$ cat config.mk
export PLATFORM = sky130hd
export DESIGN_NAME = bmp_rle_pixel_decoder_flat
export DESIGN_NICKNAME = d
export VERILOG_FILES = /design/src/rtl/bmprle_pkg.sv /design/src/rtl/bmprle_ifs.sv /design/src/rtl/bmp_rle_pixel_decoder.sv /design/src/flat_wrapper.sv
export VERILOG_INCLUDE_DIRS = /design/src /design/src/rtl
export SDC_FILE = /design/constraint.sdc
export NUM_CORES = 1
export LEC_CHECK = 0
export ABC_AREA = 1
export BUFFER_PORTS_ARGS = -buffer_cell sky130_fd_sc_hd__buf_2
export CAP_MARGIN = 20
export CELL_PAD_IN_SITES_DETAIL_PLACEMENT = 1
export CELL_PAD_IN_SITES_GLOBAL_PLACEMENT = 2
export CORE_AREA = 2 2 183 185
export DETAILED_ROUTE_END_ITERATION = 10
export DIE_AREA = 0 0 185 187
export GPL_ROUTABILITY_DRIVEN = 0
export PLACE_DENSITY = 0.83
export SYNTH_ARGS = -nofsm -noshare
export SYNTH_HDL_FRONTEND = slang
export SYNTH_SLANG_ARGS = --single-unit
$ cat constraint.sdc
create_clock -name clk_i -period 3.7 [get_ports clk_i]
set_clock_uncertainty 0.05 [all_clocks]
set_input_delay 0.37 -clock clk_i [delete_from_list [all_inputs] [get_ports clk_i]]
set_output_delay 0.37 -clock clk_i [all_outputs]
set_load 0.005 [all_outputs]
$ cat src/rtl/bmp_rle_pixel_decoder_macros.svh
// ----------------------------------------------------------------------------
// BMP RLE pixel decoder assertion macros
// Concurrent assertion wrappers, compiled out when SYNTH is defined.
// ----------------------------------------------------------------------------
`ifndef BMP_RLE_PIXEL_DECODER_MACROS_SVH
`define BMP_RLE_PIXEL_DECODER_MACROS_SVH

`ifndef SYNTH
// Check prop on every rising edge outside reset.
`define BMPRLE_ASSERT(lbl, clk, rst_n, prop) \
  lbl: assert property (@(posedge clk) disable iff (!rst_n) prop) \
    else $error("bmp_rle_pixel_decoder: assertion failed");
// Check that pre at one edge gives post at the next edge.
`define BMPRLE_ASSERT_NEXT(lbl, clk, rst_n, pre, post) \
  lbl: assert property (@(posedge clk) disable iff (!rst_n) (pre) |=> (post)) \
    else $error("bmp_rle_pixel_decoder: assertion failed");
`else
`define BMPRLE_ASSERT(lbl, clk, rst_n, prop)
`define BMPRLE_ASSERT_NEXT(lbl, clk, rst_n, pre, post)
`endif

`endif

$ cat src/rtl/bmprle_pkg.sv
// ----------------------------------------------------------------------------
// BMP RLE pixel decoder package
// Shared widths, types, escape codes, parse phases and register indexes.
// ----------------------------------------------------------------------------
package bmprle_pkg;

  // Width of the internal row and column counters.
  localparam int COORD_BITS = 16;
  // Width of the span coordinate fields on the result channel.
  localparam int SPAN_W     = 16;
  localparam int ROW_EXT_W  = COORD_BITS + 2;
  localparam int COL_EXT_W  = COORD_BITS + 1;
  localparam int CFG_AW     = 5;
  localparam int CFG_DW     = 32;

  typedef logic [7:0]                   byte_t;
  typedef logic signed [SPAN_W-1:0]     span_row_t;
  typedef logic [SPAN_W-1:0]            span_col_t;
  typedef logic signed [COORD_BITS-1:0] row_t;
  typedef logic [COORD_BITS-1:0]        col_t;
  typedef logic signed [ROW_EXT_W-1:0]  rowx_t;
  typedef logic [COL_EXT_W-1:0]         colx_t;

  localparam rowx_t ROW_HI = ROW_EXT_W'((longint'(1) <<< (COORD_BITS - 1)) - 1);
  localparam rowx_t ROW_LO = ROW_EXT_W'(-(longint'(1) <<< (COORD_BITS - 1)));
  localparam colx_t COL_HI = COL_EXT_W'((longint'(1) <<< COORD_BITS) - 1);

  // Escape codes in the second byte of a zero-count token.
  localparam byte_t ESC_EOL   = 8'h00;
  localparam byte_t ESC_EOB   = 8'h01;
  localparam byte_t ESC_DELTA = 8'h02;

  typedef enum logic [2:0] {
    REG_MODE      = 3'd0,
    REG_WIDTH     = 3'd1,
    REG_HEIGHT    = 3'd2,
    REG_START_ROW = 3'd3,
    REG_DESCEND   = 3'd4
  } reg_idx_e;

  typedef enum logic [6:0] {
    PH_COUNT   = 7'b0000001,
    PH_SECOND  = 7'b0000010,
    PH_DELTA_X = 7'b0000100,
    PH_DELTA_Y = 7'b0001000,
    PH_ABS     = 7'b0010000,
    PH_PAD     = 7'b0100000,
    PH_DONE    = 7'b1000000
  } phase_e;

endpackage

$ cat src/rtl/bmprle_ifs.sv
// ----------------------------------------------------------------------------
// BMP RLE pixel decoder channels
// Valid/ready byte channel and span result channel.
// ----------------------------------------------------------------------------
interface bmprle_in_if;
  logic                valid;
  logic                ready;
  bmprle_pkg::byte_t   data_byte;

  modport source (output valid, output data_byte, input ready);
  modport sink   (input valid, input data_byte, output ready);
endinterface

interface bmprle_out_if;
  logic                  valid;
  logic                  ready;
  bmprle_pkg::span_row_t span_row;
  bmprle_pkg::span_col_t span_col;
  bmprle_pkg::byte_t     span_length;
  bmprle_pkg::byte_t     color_first;
  bmprle_pkg::byte_t     color_second;
  logic                  out_of_bounds;
  logic                  end_of_image;

  modport source (output valid, output span_row, output span_col, output span_length,
                  output color_first, output color_second, output out_of_bounds,
                  output end_of_image, input ready);
  modport sink   (input valid, input span_row, input span_col, input span_length,
                  input color_first, input color_second, input out_of_bounds,
                  input end_of_image, output ready);
endinterface

$ cat src/rtl/bmp_rle_pixel_decoder.sv
// A span appears in the result register in the cycle after its byte is accepted.
// Throughput: one compressed byte per cycle; the parse state updates in the accept cycle.
// The result register frees itself in the cycle it is taken, so a byte is taken every cycle
// unless a span is waiting and the sink stalls.
// Reset: the configuration registers take their defaults and parsing restarts at start_row, column 0;
// a write of start_row restarts parsing as well.
// ----------------------------------------------------------------------------
// BMP RLE pixel decoder
// Parses RLE8/RLE4 byte streams into pixel spans with saturating coordinates.
// ----------------------------------------------------------------------------
`include "bmp_rle_pixel_decoder_macros.svh"

module bmp_rle_pixel_decoder (
  input  logic                          clk_i,
  input  logic                          rst_ni,
  bmprle_in_if.sink                     data_i,
  bmprle_out_if.source                  span_o,
  input  logic                          psel,
  input  logic                          penable,
  input  logic                          pwrite,
  input  logic [bmprle_pkg::CFG_AW-1:0] paddr,
  input  logic [bmprle_pkg::CFG_DW-1:0] pwdata,
  output logic [bmprle_pkg::CFG_DW-1:0] prdata,
  output logic                          pready
);

  // configuration registers
  logic        mode_q;
  logic [14:0] width_q;
  logic [14:0] height_q;
  logic [13:0] start_row_q;
  logic        descend_q;

  // parse state
  bmprle_pkg::phase_e phase_q, phase_d;
  bmprle_pkg::byte_t  count_q, count_d;
  bmprle_pkg::byte_t  delta_x_q, delta_x_d;
  bmprle_pkg::byte_t  abs_left_q, abs_left_d;
  logic               pad_q, pad_d;
  bmprle_pkg::row_t   row_q, row_d;
  bmprle_pkg::col_t   col_q, col_d;
  logic               sat_q, sat_d;

  // result register
  logic                  out_valid_q, out_valid_d;
  bmprle_pkg::span_row_t out_row_q;
  bmprle_pkg::span_col_t out_col_q;
  bmprle_pkg::byte_t     out_len_q, out_len_d;
  bmprle_pkg::byte_t     out_c1_q, out_c1_d;
  bmprle_pkg::byte_t     out_c2_q, out_c2_d;
  logic                  out_oob_q, out_oob_d;
  logic                  out_eoi_q, out_eoi_d;

  logic                         cfg_wr;
  bmprle_pkg::reg_idx_e         cfg_idx;
  logic                         restart_w;
  logic                         start_sat;
  logic                         in_fire;
  logic                         emit;
  bmprle_pkg::byte_t            b;
  bmprle_pkg::byte_t            col_add;
  bmprle_pkg::byte_t            row_mag;
  bmprle_pkg::byte_t            abs_len;
  bmprle_pkg::rowx_t            row_mag_ext;
  bmprle_pkg::rowx_t            row_sum;
  bmprle_pkg::colx_t            col_sum;
  bmprle_pkg::row_t             row_clamp;
  bmprle_pkg::col_t             col_clamp;
  logic                         row_sat;
  logic                         col_sat;
  logic                         oob_now;

  // --------------------------------------------------------------------------
  // Configuration port
  // --------------------------------------------------------------------------
  assign pready    = 1'b1;
  assign cfg_wr    = psel && penable && pwrite && pready;
  assign cfg_idx   = bmprle_pkg::reg_idx_e'(paddr[4:2]);
  assign restart_w = cfg_wr && (cfg_idx == bmprle_pkg::REG_START_ROW);
  assign start_sat = 32'(pwdata[13:0]) > 32'(bmprle_pkg::ROW_HI);

  always_comb begin
    case (cfg_idx)
      bmprle_pkg::REG_MODE:      prdata = 32'(mode_q);
      bmprle_pkg::REG_WIDTH:     prdata = 32'(width_q);
      bmprle_pkg::REG_HEIGHT:    prdata = 32'(height_q);
      bmprle_pkg::REG_START_ROW: prdata = 32'(start_row_q);
      bmprle_pkg::REG_DESCEND:   prdata = 32'(descend_q);
      default:                   prdata = '0;
    endcase
  end

  always_ff @(posedge clk_i or negedge rst_ni) begin
    if (!rst_ni) begin
      mode_q      <= 1'b0;
      width_q     <= 15'd1;
      height_q    <= 15'd1;
      start_row_q <= 14'd0;
      descend_q   <= 1'b0;
    end else if (cfg_wr) begin
      case (cfg_idx)
        bmprle_pkg::REG_MODE:      mode_q      <= pwdata[0];
        bmprle_pkg::REG_WIDTH:     width_q     <= pwdata[14:0];
        bmprle_pkg::REG_HEIGHT:    height_q    <= pwdata[14:0];
        bmprle_pkg::REG_START_ROW: start_row_q <= pwdata[13:0];
        bmprle_pkg::REG_DESCEND:   descend_q   <= pwdata[0];
        default: ;
      endcase
    end
  end

  // --------------------------------------------------------------------------
  // Coordinate arithmetic: one row adder and one column adder
  // --------------------------------------------------------------------------
  assign in_fire     = data_i.valid && data_i.ready;
  assign data_i.ready = !out_valid_q || span_o.ready;
  assign b           = data_i.data_byte;
  assign abs_len     = (mode_q && (abs_left_q >= 8'd2)) ? 8'd2 : 8'd1;

  always_comb begin
    case (phase_q)
      bmprle_pkg::PH_SECOND:  col_add = count_q;
      bmprle_pkg::PH_DELTA_Y: col_add = delta_x_q;
      bmprle_pkg::PH_ABS:     col_add = abs_len;
      default:                col_add = 8'd0;
    endcase
    row_mag = (phase_q == bmprle_pkg::PH_DELTA_Y) ? b : 8'd1;
  end

  assign row_mag_ext = {{(bmprle_pkg::ROW_EXT_W-8){1'b0}}, row_mag};
  assign row_sum     = bmprle_pkg::ROW_EXT_W'(row_q) + (descend_q ? -row_mag_ext : row_mag_ext);
  assign col_sum     = {1'b0, col_q} + bmprle_pkg::COL_EXT_W'(col_add);

  always_comb begin
    row_sat   = 1'b0;
    row_clamp = row_sum[bmprle_pkg::COORD_BITS-1:0];
    if (row_sum > bmprle_pkg::ROW_HI) begin
      row_sat   = 1'b1;
      row_clamp = bmprle_pkg::ROW_HI[bmprle_pkg::COORD_BITS-1:0];
    end else if (row_sum < bmprle_pkg::ROW_LO) begin
      row_sat   = 1'b1;
      row_clamp = bmprle_pkg::ROW_LO[bmprle_pkg::COORD_BITS-1:0];
    end
    col_sat   = col_sum > bmprle_pkg::COL_HI;
    col_clamp = col_sat ? bmprle_pkg::COL_HI[bmprle_pkg::COORD_BITS-1:0]
                        : col_sum[bmprle_pkg::COORD_BITS-1:0];
  end

  // col_sum already holds column plus span length whenever a span is emitted
  assign oob_now = sat_q || row_q[bmprle_pkg::COORD_BITS-1] ||
                   (32'(row_q[bmprle_pkg::COORD_BITS-1:0]) >= 32'(height_q)) ||
                   (32'(col_sum) > 32'(width_q));

  // --------------------------------------------------------------------------
  // Parser
  // --------------------------------------------------------------------------
  always_comb begin
    phase_d    = phase_q;
    count_d    = count_q;
    delta_x_d  = delta_x_q;
    abs_left_d = abs_left_q;
    pad_d      = pad_q;
    row_d      = row_q;
    col_d      = col_q;
    sat_d      = sat_q;
    emit       = 1'b0;
    out_len_d  = 8'd0;
    out_c1_d   = 8'd0;
    out_c2_d   = 8'd0;
    out_eoi_d  = 1'b0;
    out_oob_d  = oob_now;

    case (phase_q)
      bmprle_pkg::PH_COUNT: begin
        count_d = b;
        phase_d = bmprle_pkg::PH_SECOND;
      end
      bmprle_pkg::PH_SECOND: begin
        phase_d = bmprle_pkg::PH_COUNT;
        if (count_q != 8'd0) begin
          emit      = 1'b1;
          out_len_d = count_q;
          out_c1_d  = mode_q ? {4'd0, b[7:4]} : b;
          out_c2_d  = mode_q ? {4'd0, b[3:0]} : b;
          col_d     = col_clamp;
          sat_d     = sat_q || col_sat;
        end else begin
          case (b)
            bmprle_pkg::ESC_EOL: begin
              col_d = '0;
              row_d = row_clamp;
              sat_d = sat_q || row_sat;
            end
            bmprle_pkg::ESC_EOB: begin
              emit      = 1'b1;
              out_eoi_d = 1'b1;
              phase_d   = bmprle_pkg::PH_DONE;
            end
            bmprle_pkg::ESC_DELTA: phase_d = bmprle_pkg::PH_DELTA_X;
            default: begin
              abs_left_d = b;
              // byte count is ceil(b/2) in RLE4, b in RLE8; pad when it is odd
              pad_d      = mode_q ? (b[1] ^ b[0]) : b[0];
              phase_d    = bmprle_pkg::PH_ABS;
            end
          endcase
        end
      end
      bmprle_pkg::PH_DELTA_X: begin
        delta_x_d = b;
        phase_d   = bmprle_pkg::PH_DELTA_Y;
      end
      bmprle_pkg::PH_DELTA_Y: begin
        col_d   = col_clamp;
        row_d   = row_clamp;
        sat_d   = sat_q || col_sat || row_sat;
        phase_d = bmprle_pkg::PH_COUNT;
      end
      bmprle_pkg::PH_ABS: begin
        if (abs_left_q == 8'd0) begin
          phase_d = bmprle_pkg::PH_COUNT;
        end else begin
          emit       = 1'b1;
          out_len_d  = abs_len;
          out_c1_d   = mode_q ? {4'd0, b[7:4]} : b;
          out_c2_d   = mode_q ? ((abs_len == 8'd2) ? {4'd0, b[3:0]} : 8'd0) : b;
          col_d      = col_clamp;
          sat_d      = sat_q || col_sat;
          abs_left_d = abs_left_q - abs_len;
          if (abs_left_q == abs_len) begin
            phase_d = pad_q ? bmprle_pkg::PH_PAD : bmprle_pkg::PH_COUNT;
          end
        end
      end
      bmprle_pkg::PH_PAD: begin
        pad_d   = 1'b0;
        phase_d = bmprle_pkg::PH_COUNT;
      end
      bmprle_pkg::PH_DONE: ;
      default: phase_d = bmprle_pkg::PH_COUNT;
    endcase
  end

  assign out_valid_d = (in_fire && emit) || (out_valid_q && !span_o.ready);

  always_ff @(posedge clk_i or negedge rst_ni) begin
    if (!rst_ni) begin
      phase_q     <= bmprle_pkg::PH_COUNT;
      count_q     <= 8'd0;
      delta_x_q   <= 8'd0;
      abs_left_q  <= 8'd0;
      pad_q       <= 1'b0;
      row_q       <= '0;
      col_q       <= '0;
      sat_q       <= 1'b0;
      out_valid_q <= 1'b0;
    end else begin
      out_valid_q <= out_valid_d;
      if (restart_w) begin
        phase_q    <= bmprle_pkg::PH_COUNT;
        count_q    <= 8'd0;
        delta_x_q  <= 8'd0;
        abs_left_q <= 8'd0;
        pad_q      <= 1'b0;
        col_q      <= '0;
        sat_q      <= start_sat;
        row_q      <= start_sat ? bmprle_pkg::ROW_HI[bmprle_pkg::COORD_BITS-1:0]
                                : bmprle_pkg::COORD_BITS'(pwdata[13:0]);
      end else if (in_fire) begin
        phase_q    <= phase_d;
        count_q    <= count_d;
        delta_x_q  <= delta_x_d;
        abs_left_q <= abs_left_d;
        pad_q      <= pad_d;
        row_q      <= row_d;
        col_q      <= col_d;
        sat_q      <= sat_d;
      end
    end
  end

  // load the result payload only on a beat that produces a span
  always_ff @(posedge clk_i) begin
    if (in_fire && emit) begin
      out_row_q <= bmprle_pkg::SPAN_W'(row_q);
      out_col_q <= bmprle_pkg::SPAN_W'(col_q);
      out_len_q <= out_len_d;
      out_c1_q  <= out_c1_d;
      out_c2_q  <= out_c2_d;
      out_oob_q <= out_oob_d;
      out_eoi_q <= out_eoi_d;
    end
  end

  assign span_o.valid         = out_valid_q;
  assign span_o.span_row      = out_row_q;
  assign span_o.span_col      = out_col_q;
  assign span_o.span_length   = out_len_q;
  assign span_o.color_first   = out_c1_q;
  assign span_o.color_second  = out_c2_q;
  assign span_o.out_of_bounds = out_oob_q;
  assign span_o.end_of_image  = out_eoi_q;

  // --------------------------------------------------------------------------
  // Assertions
  // --------------------------------------------------------------------------
  `BMPRLE_ASSERT(a_eoi_empty, clk_i, rst_ni, (out_valid_q && out_eoi_q) |-> (out_len_q == 8'd0))
  `BMPRLE_ASSERT(a_abs_nonzero, clk_i, rst_ni, (phase_q == bmprle_pkg::PH_ABS) |-> (abs_left_q != 8'd0))
  `BMPRLE_ASSERT_NEXT(a_done_sticky, clk_i, rst_ni, (phase_q == bmprle_pkg::PH_DONE) && !restart_w, phase_q == bmprle_pkg::PH_DONE)
  `BMPRLE_ASSERT_NEXT(a_span_loaded, clk_i, rst_ni, in_fire && emit, out_valid_q)

endmodule

$ cat src/flat_wrapper.sv
// flat-port wrapper written by rule: the top's interface ports become plain ports
module bmp_rle_pixel_decoder_flat 
  (clk_i, rst_ni, psel, penable, pwrite, paddr, pwdata, prdata, pready, data_i_valid, data_i_data_byte, data_i_ready, span_o_valid, span_o_span_row, span_o_span_col, span_o_span_length, span_o_color_first, span_o_color_second, span_o_out_of_bounds, span_o_end_of_image, span_o_ready);
  bmprle_in_if data_i_i ();
  bmprle_out_if span_o_i ();
  input  logic clk_i;
  input  logic rst_ni;
  input  logic psel;
  input  logic penable;
  input  logic pwrite;
  input  logic [bmprle_pkg::CFG_AW-1:0] paddr;
  input  logic [bmprle_pkg::CFG_DW-1:0] pwdata;
  output logic [bmprle_pkg::CFG_DW-1:0] prdata;
  output logic pready;
  input wire logic [$bits(data_i_i.valid)-1:0] data_i_valid;
  input wire logic [$bits(data_i_i.data_byte)-1:0] data_i_data_byte;
  output wire logic [$bits(data_i_i.ready)-1:0] data_i_ready;
  output wire logic [$bits(span_o_i.valid)-1:0] span_o_valid;
  output wire logic [$bits(span_o_i.span_row)-1:0] span_o_span_row;
  output wire logic [$bits(span_o_i.span_col)-1:0] span_o_span_col;
  output wire logic [$bits(span_o_i.span_length)-1:0] span_o_span_length;
  output wire logic [$bits(span_o_i.color_first)-1:0] span_o_color_first;
  output wire logic [$bits(span_o_i.color_second)-1:0] span_o_color_second;
  output wire logic [$bits(span_o_i.out_of_bounds)-1:0] span_o_out_of_bounds;
  output wire logic [$bits(span_o_i.end_of_image)-1:0] span_o_end_of_image;
  input wire logic [$bits(span_o_i.ready)-1:0] span_o_ready;
  assign data_i_i.valid = data_i_valid;
  assign data_i_i.data_byte = data_i_data_byte;
  assign data_i_ready = data_i_i.ready;
  assign span_o_valid = span_o_i.valid;
  assign span_o_span_row = span_o_i.span_row;
  assign span_o_span_col = span_o_i.span_col;
  assign span_o_span_length = span_o_i.span_length;
  assign span_o_color_first = span_o_i.color_first;
  assign span_o_color_second = span_o_i.color_second;
  assign span_o_out_of_bounds = span_o_i.out_of_bounds;
  assign span_o_end_of_image = span_o_i.end_of_image;
  assign span_o_i.ready = span_o_ready;
  bmp_rle_pixel_decoder u_core (.clk_i(clk_i), .rst_ni(rst_ni), .data_i(data_i_i), .span_o(span_o_i), .psel(psel), .penable(penable), .pwrite(pwrite), .paddr(paddr), .pwdata(pwdata), .prdata(prdata), .pready(pready));
endmodule
After elaboration in Yosys (flattened, before gate mapping)
Cells that the tools add are included.
{"block": "totals", "ff_bits": 170, "inputBits": 52}
{"block": "op_classes", "add_sub_neg": 4, "magnitude_cmp": 6, "eq_ne": 22, "muxes": 70, "bitwise_logic": 2, "reduce_logical": 42}
{"op": "$mux 16", "n": 12}
{"op": "$mux 8", "n": 21}
{"op": "$pmux 15 s5", "n": 1}
{"op": "$pmux 8 s2", "n": 4}
{"op": "$pmux 16 s3", "n": 1}
{"op": "$mux 7", "n": 5}
{"op": "$pmux 7 s5", "n": 1}
{"op": "$ge 32x15->1", "n": 1}
{"op": "$pmux 16 s2", "n": 1}
{"op": "$pmux 8 s3", "n": 1}
{"op": "$pmux 7 s3", "n": 1}
{"op": "$add 16x18->18", "n": 1}
{"op": "$gt 18x16->1 const B", "n": 1}
{"op": "$lt 18x16->1 const B", "n": 1}
{"op": "$mux 18", "n": 1}
{"op": "$neg 8->18", "n": 1}
{"op": "$add 16x8->17", "n": 1}
{"op": "$gt 17x15->1", "n": 1}
{"op": "$gt 17x16->1 const B", "n": 1}
{"op": "$eq 8x2->1 const B", "n": 2}
{"op": "$logic_not 8->1", "n": 2}
{"op": "$mux 1", "n": 15}
{"op": "$reduce_and 2->1", "n": 7}
{"op": "$ne 3x2->1 const B", "n": 4}
{"op": "other kinds (37)", "n": 59}

Logic depth before layout (Yosys ltp)
{"block": "logic_depth", "ltp_word": 14, "ltp_mapped": 28}

Least setup slack after synthesis
No wires, ideal clock.
{"block": "synth_path", "path_type": "reg2reg", "startpoint": "register u_core.phase_q[6]", "endpoint": "register u_core.out_oob_q, in the netlist u_core.span_o.out_of_bounds (data pin)", "setup_ns": 0.260, "arrival_ns": 3.533, "setup_slack_ns": -0.144, "path_stages_with_launch": 25, "cell_sequence": "dfrtp_1 > inv_2 > nand3_2 > nor2_4 > clkbuf_1 > nand2_1 > o211ai_1 > ha_1 > inv_1 > fa_1 > inv_1 > a31oi_1 > o21ai_1 > nand3_1 > nand2_1 > nand3_1 > xor2_1 > ha_1 > a21oi_1 > nor2_1 > a211oi_1 > o21a_1 > o21ai_0 > nand2_1 > nand3_1"}
{"block": "synth_between", "elab_chain_len": 5}
{"element": "start, declared", "line_no": "bmp_rle_pixel_decoder.sv:35", "source": "bmprle_pkg::phase_e phase_q, phase_d;"}
{"element": "start signal, assigned", "line_no": "bmp_rle_pixel_decoder.sv:248", "source": "phase_q <= bmprle_pkg::PH_COUNT;"}
{"element": "start signal, assigned", "line_no": "bmp_rle_pixel_decoder.sv:260", "source": "phase_q <= bmprle_pkg::PH_COUNT;"}
{"element": "start signal, assigned", "line_no": "bmp_rle_pixel_decoder.sv:270", "source": "phase_q <= phase_d;"}
{"element": "$eq 7x5->1, or another cell as far along", "line_no": "bmp_rle_pixel_decoder.sv:121", "source": "case (phase_q)"}
{"element": "$pmux 8 s3 *", "line_no": "bmp_rle_pixel_decoder.sv:121"}
{"element": "$add 16x8->17 *", "line_no": "bmp_rle_pixel_decoder.sv:132", "source": "assign col_sum = {1'b0, col_q} + bmprle_pkg::COL_EXT_W'(col_add);"}
{"element": "$gt 17x15->1 *", "line_no": "bmp_rle_pixel_decoder.sv:152", "source": "(32'(col_sum) > 32'(width_q));"}
{"element": "$logic_or 1x1->1 *", "line_no": "bmp_rle_pixel_decoder.sv:151", "source": "(32'(row_q[bmprle_pkg::COORD_BITS-1:0]) >= 32'(height_q)) ||"}
{"element": "net u_core.oob_now", "line_no": "bmp_rle_pixel_decoder.sv:71", "source": "logic oob_now;"}
{"element": "end signal, assigned", "line_no": "bmp_rle_pixel_decoder.sv:290", "source": "out_oob_q <= out_oob_d;"}
{"element": "end, declared", "line_no": "bmp_rle_pixel_decoder.sv:51", "source": "logic out_oob_q, out_oob_d;"}
Mark *: on every way through the listed nets, which the timed path passes. The rest lies on a longest branch.
A chain may end at the register's enable or synchronous reset.

Worst setup path after layout
{"block": "layout_path", "startpoint": "register u_core.phase_q[2]", "endpoint": "register u_core.out_oob_q, in the netlist u_core.span_o.out_of_bounds (data pin)"}
Same word-level chain as after synthesis.

==> out/results.tsv <==
metric	value	unit
Cells after Synth	1177	
DRC viols	0	
Layout Cells excl Fill	1856	
Core Rows	67	
Pins Over Slew Limit	0	
stages on the worst setup path	23	
CTS Sinks	166	
Leak	6.20	nW
CTS H-tree lvls	4	
WL final	33000	um
Fin Hold WS	150	ps
fin worst setup slack	-177	ps
Synth top cells by count	nand2_1 (253), inv_1 (148), o21ai_0 (135)	
CP bufs+invs	5	
clk buf depth	2	
Final Net Count	1512	
worst min-delay path category	primary input to flip-flop	
IR drop worst, VDD	339	uV
EDFF count, synth	54	
max capacitance violation total	0	
Post-Place Cells	1793	
Via density	4.82	
Final Cell Area	0.0131	mm2
Root Driver	clkbuf_16	
total track usage	19.1	%
area delta synth->final	31.1	%
R2R Setup Slk	-180	ps
Final ANT Viol Nets	0	
Die Y	187	um
Worst R2R End	u_core.span_o.out_of_bounds	
hpwl dp	24900	um
CP top delay family	compound AO/OA/AOI/OAI gates	
synth warn	0	
worst slack, placed	-445	ps
outcome	complete, but fails checks	
Worst Setup SP	u_core.phase_q[2]	
Synth async-reset ratio	67.5	%
max incr delay on CP	380	ps
fin crit share	105	%
kind of end point of the critical path	flip-flop	
post-synth cell types	54	
RR Startpoint	u_core.phase_q[2]	
slew margin rel.	34.7	%
Final Util	39.8	%
CP Cell Sequence	inv_1, nand2_2, nor4_4, buf_4, inv_2, o21ai_0, ha_1, nand2_1, nand2_1, a31oi_4, o21ai_2, buf_4, buf_4, xor2_2, ha_1, a21oi_1, o21a_1, o31ai_1, a21oi_1, o21a_1, o21ai_1, nand2_1, nand3_1	
failing checks	setup timing	
Synth area leader	dfrtp_1	
Synth Cell Area	0.00996	mm2
initial antenna violation count	1	
Clock Latency Late Sink	440	ps
post-synthesis sequential area ratio	44.4	%
RSZ-0062 raised after global routing	true	
Crit path arrival time	4010	ps
first-pass GRT wire length	50900	um
Critical Path Sink	u_core.span_o.out_of_bounds	
CTS Buf Count	17	
largest net degree at the start of global routing	59	
per-cell routed wire length	17.8	um
final setup vio count	1	
number of global-route vias before repair	9249	
Vias	8950	
Area after DPL	0.0116	mm2
Synth area leaders	dfrtp_1 (27%), edfxtp_1 (16%), nand2_1 (9.5%)	
top cell type's share of synthesized area	27.4	%
Worst-path clk slew	70	ps
syn avg cell area	8.47	um2
PwrDens	658	mW/mm2
most common cell in the netlist	nand2_1	
fraction of layout cells with a size suffix above 1	30.4	%
core area	0.0329	mm2
number of synthesized register bits	166	
# IOs	145	
crit path launch type	flip-flop	
worst-margin pin slew	977	ps
final hold violations	0	
min Tclk post-route	3880	ps
Crit Path Max Fanout	5	
Primary FF master, synth	dfrtp_1	
1st-pass router iterations	4	
max frequency	258	MHz
Detailed Route Iter0 Violations	524	
ant diodes	0	
Setup CP Type	flip-flop to flip-flop	
Fin Setup TNS	-177	ps
die area	0.0346	mm2
WP data required	3830	ps
IO Port Bufs	107	
global route total overflow	0	
die width	185	um
CP max-delay cell	dfrtp_1	
path depth of the worst reg2reg path	23	
Initial Util	30.3	%
CTS tree	done	
Power, Total	8.60	mW
-- registers in the layout, summed over array words and instances, names as in the netlist, 14 cells and up --
| register | count |
|---|---|
| u_core.row_q | 16 |
| u_core.span_o.span_row | 16 |
| u_core.width_q | 15 |
| u_core.height_q | 15 |
| u_core.span_o.span_col | 16 |
| u_core.start_row_q | 14 |
| u_core.col_q | 16 |
-- layer usage --
layer | global-route usage [%] | vias up | part of all wire, %
met2 | 30.9 | 172 | 48
met5 | 0 | - | 0.039
met3 | 3.19 | 50 | 3.1
li1 | - | 4347 | -
met1 | 25.7 | 4379 | 46
met4 | 6.44 | 2 | 2.8
-- cells by family (layout without fill, tap and decap cells) --
kind of cell             after synthesis  count (layout)  synth area share, %
AO/OA/AOI/OAI                        260             260                 15.4
XOR/XNOR                              32              32                 2.81
adder cells (fa/ha/maj)               65              65                 8.39
buffers and inverters                211             426                 9.23
flip-flops                           166             166                 44.4
other                                  2              18               0.0754
AND/OR/NAND/NOR                      441             441                 19.7
-- worst register-to-register path: cells and delay by family (launching register included) --
family	cells	cell delay, ps
xor+xnor	1	150
flops	1	380
buf+inv	5	570
compound gates	9	1130
simple gates	6	700
fa+ha+maj	2	650
-- placed cells by master (no fill, tap or decap), types with 12 or more instances in the layout --
cell       instances
nand2_1          229
nand2_2           24
nand3_1           31
nand3_2           12
inv_1            135
dfrtp_1          109
a21oi_1           34
nand4_1           12
o221ai_1          13
buf_4            118
nor2_2            14
conb_1            18
a21oi_2           17
inv_2             23
buf_2            106
edfxtp_1          54
o21ai_1           13
ha_1              49
nor2_1            70
o21ai_0          125
clkbuf_16         18
xor2_1            17
-- worst min-delay path by stage --
stage                               start                    end  slack (ps)  cells past startpoint
floorplan                          rst_ni   u_core.abs_left_q[0]          20                      0
CTS                          span_o_ready    u_core.span_o.valid         140                      4
finish                       span_o_ready    u_core.span_o.valid         150                      4
detailed placement  u_core.start_row_q[3]  u_core.start_row_q[3]         420                      2
global route                 span_o_ready    u_core.span_o.valid         170                      4
global placement      u_core.delta_x_q[7]    u_core.delta_x_q[7]         410                      2
-- report_power, final --
part           switching, mW  internal, mW  leakage (nW)
combinational           2.21          1.71          3.99
clock                  0.775          1.10         0.294
sequential             0.453          2.35          1.92
-- final cells by class --
type,instances,area [um2]
multi-input cells,816,5280
well taps,448,561
clock buffers,21,460
repair buffers,234,1570
clock inverters,11,148
flip-flops and latches,166,4430
inverters,160,616
fillers,3968,19800
-- repair_timing --
item | 4_1_cts | 5_1_grt
pin swaps | 22 | 51
cloned | 0 | 1
hold endpoints to repair | 54 | 0
hold buffers | 1 | 0
endpoints found under the setup margin | 17 | 31
resized for setup | 36 | 111
setup buffers | 14 | 15
(Power assumes the default switching activity.)
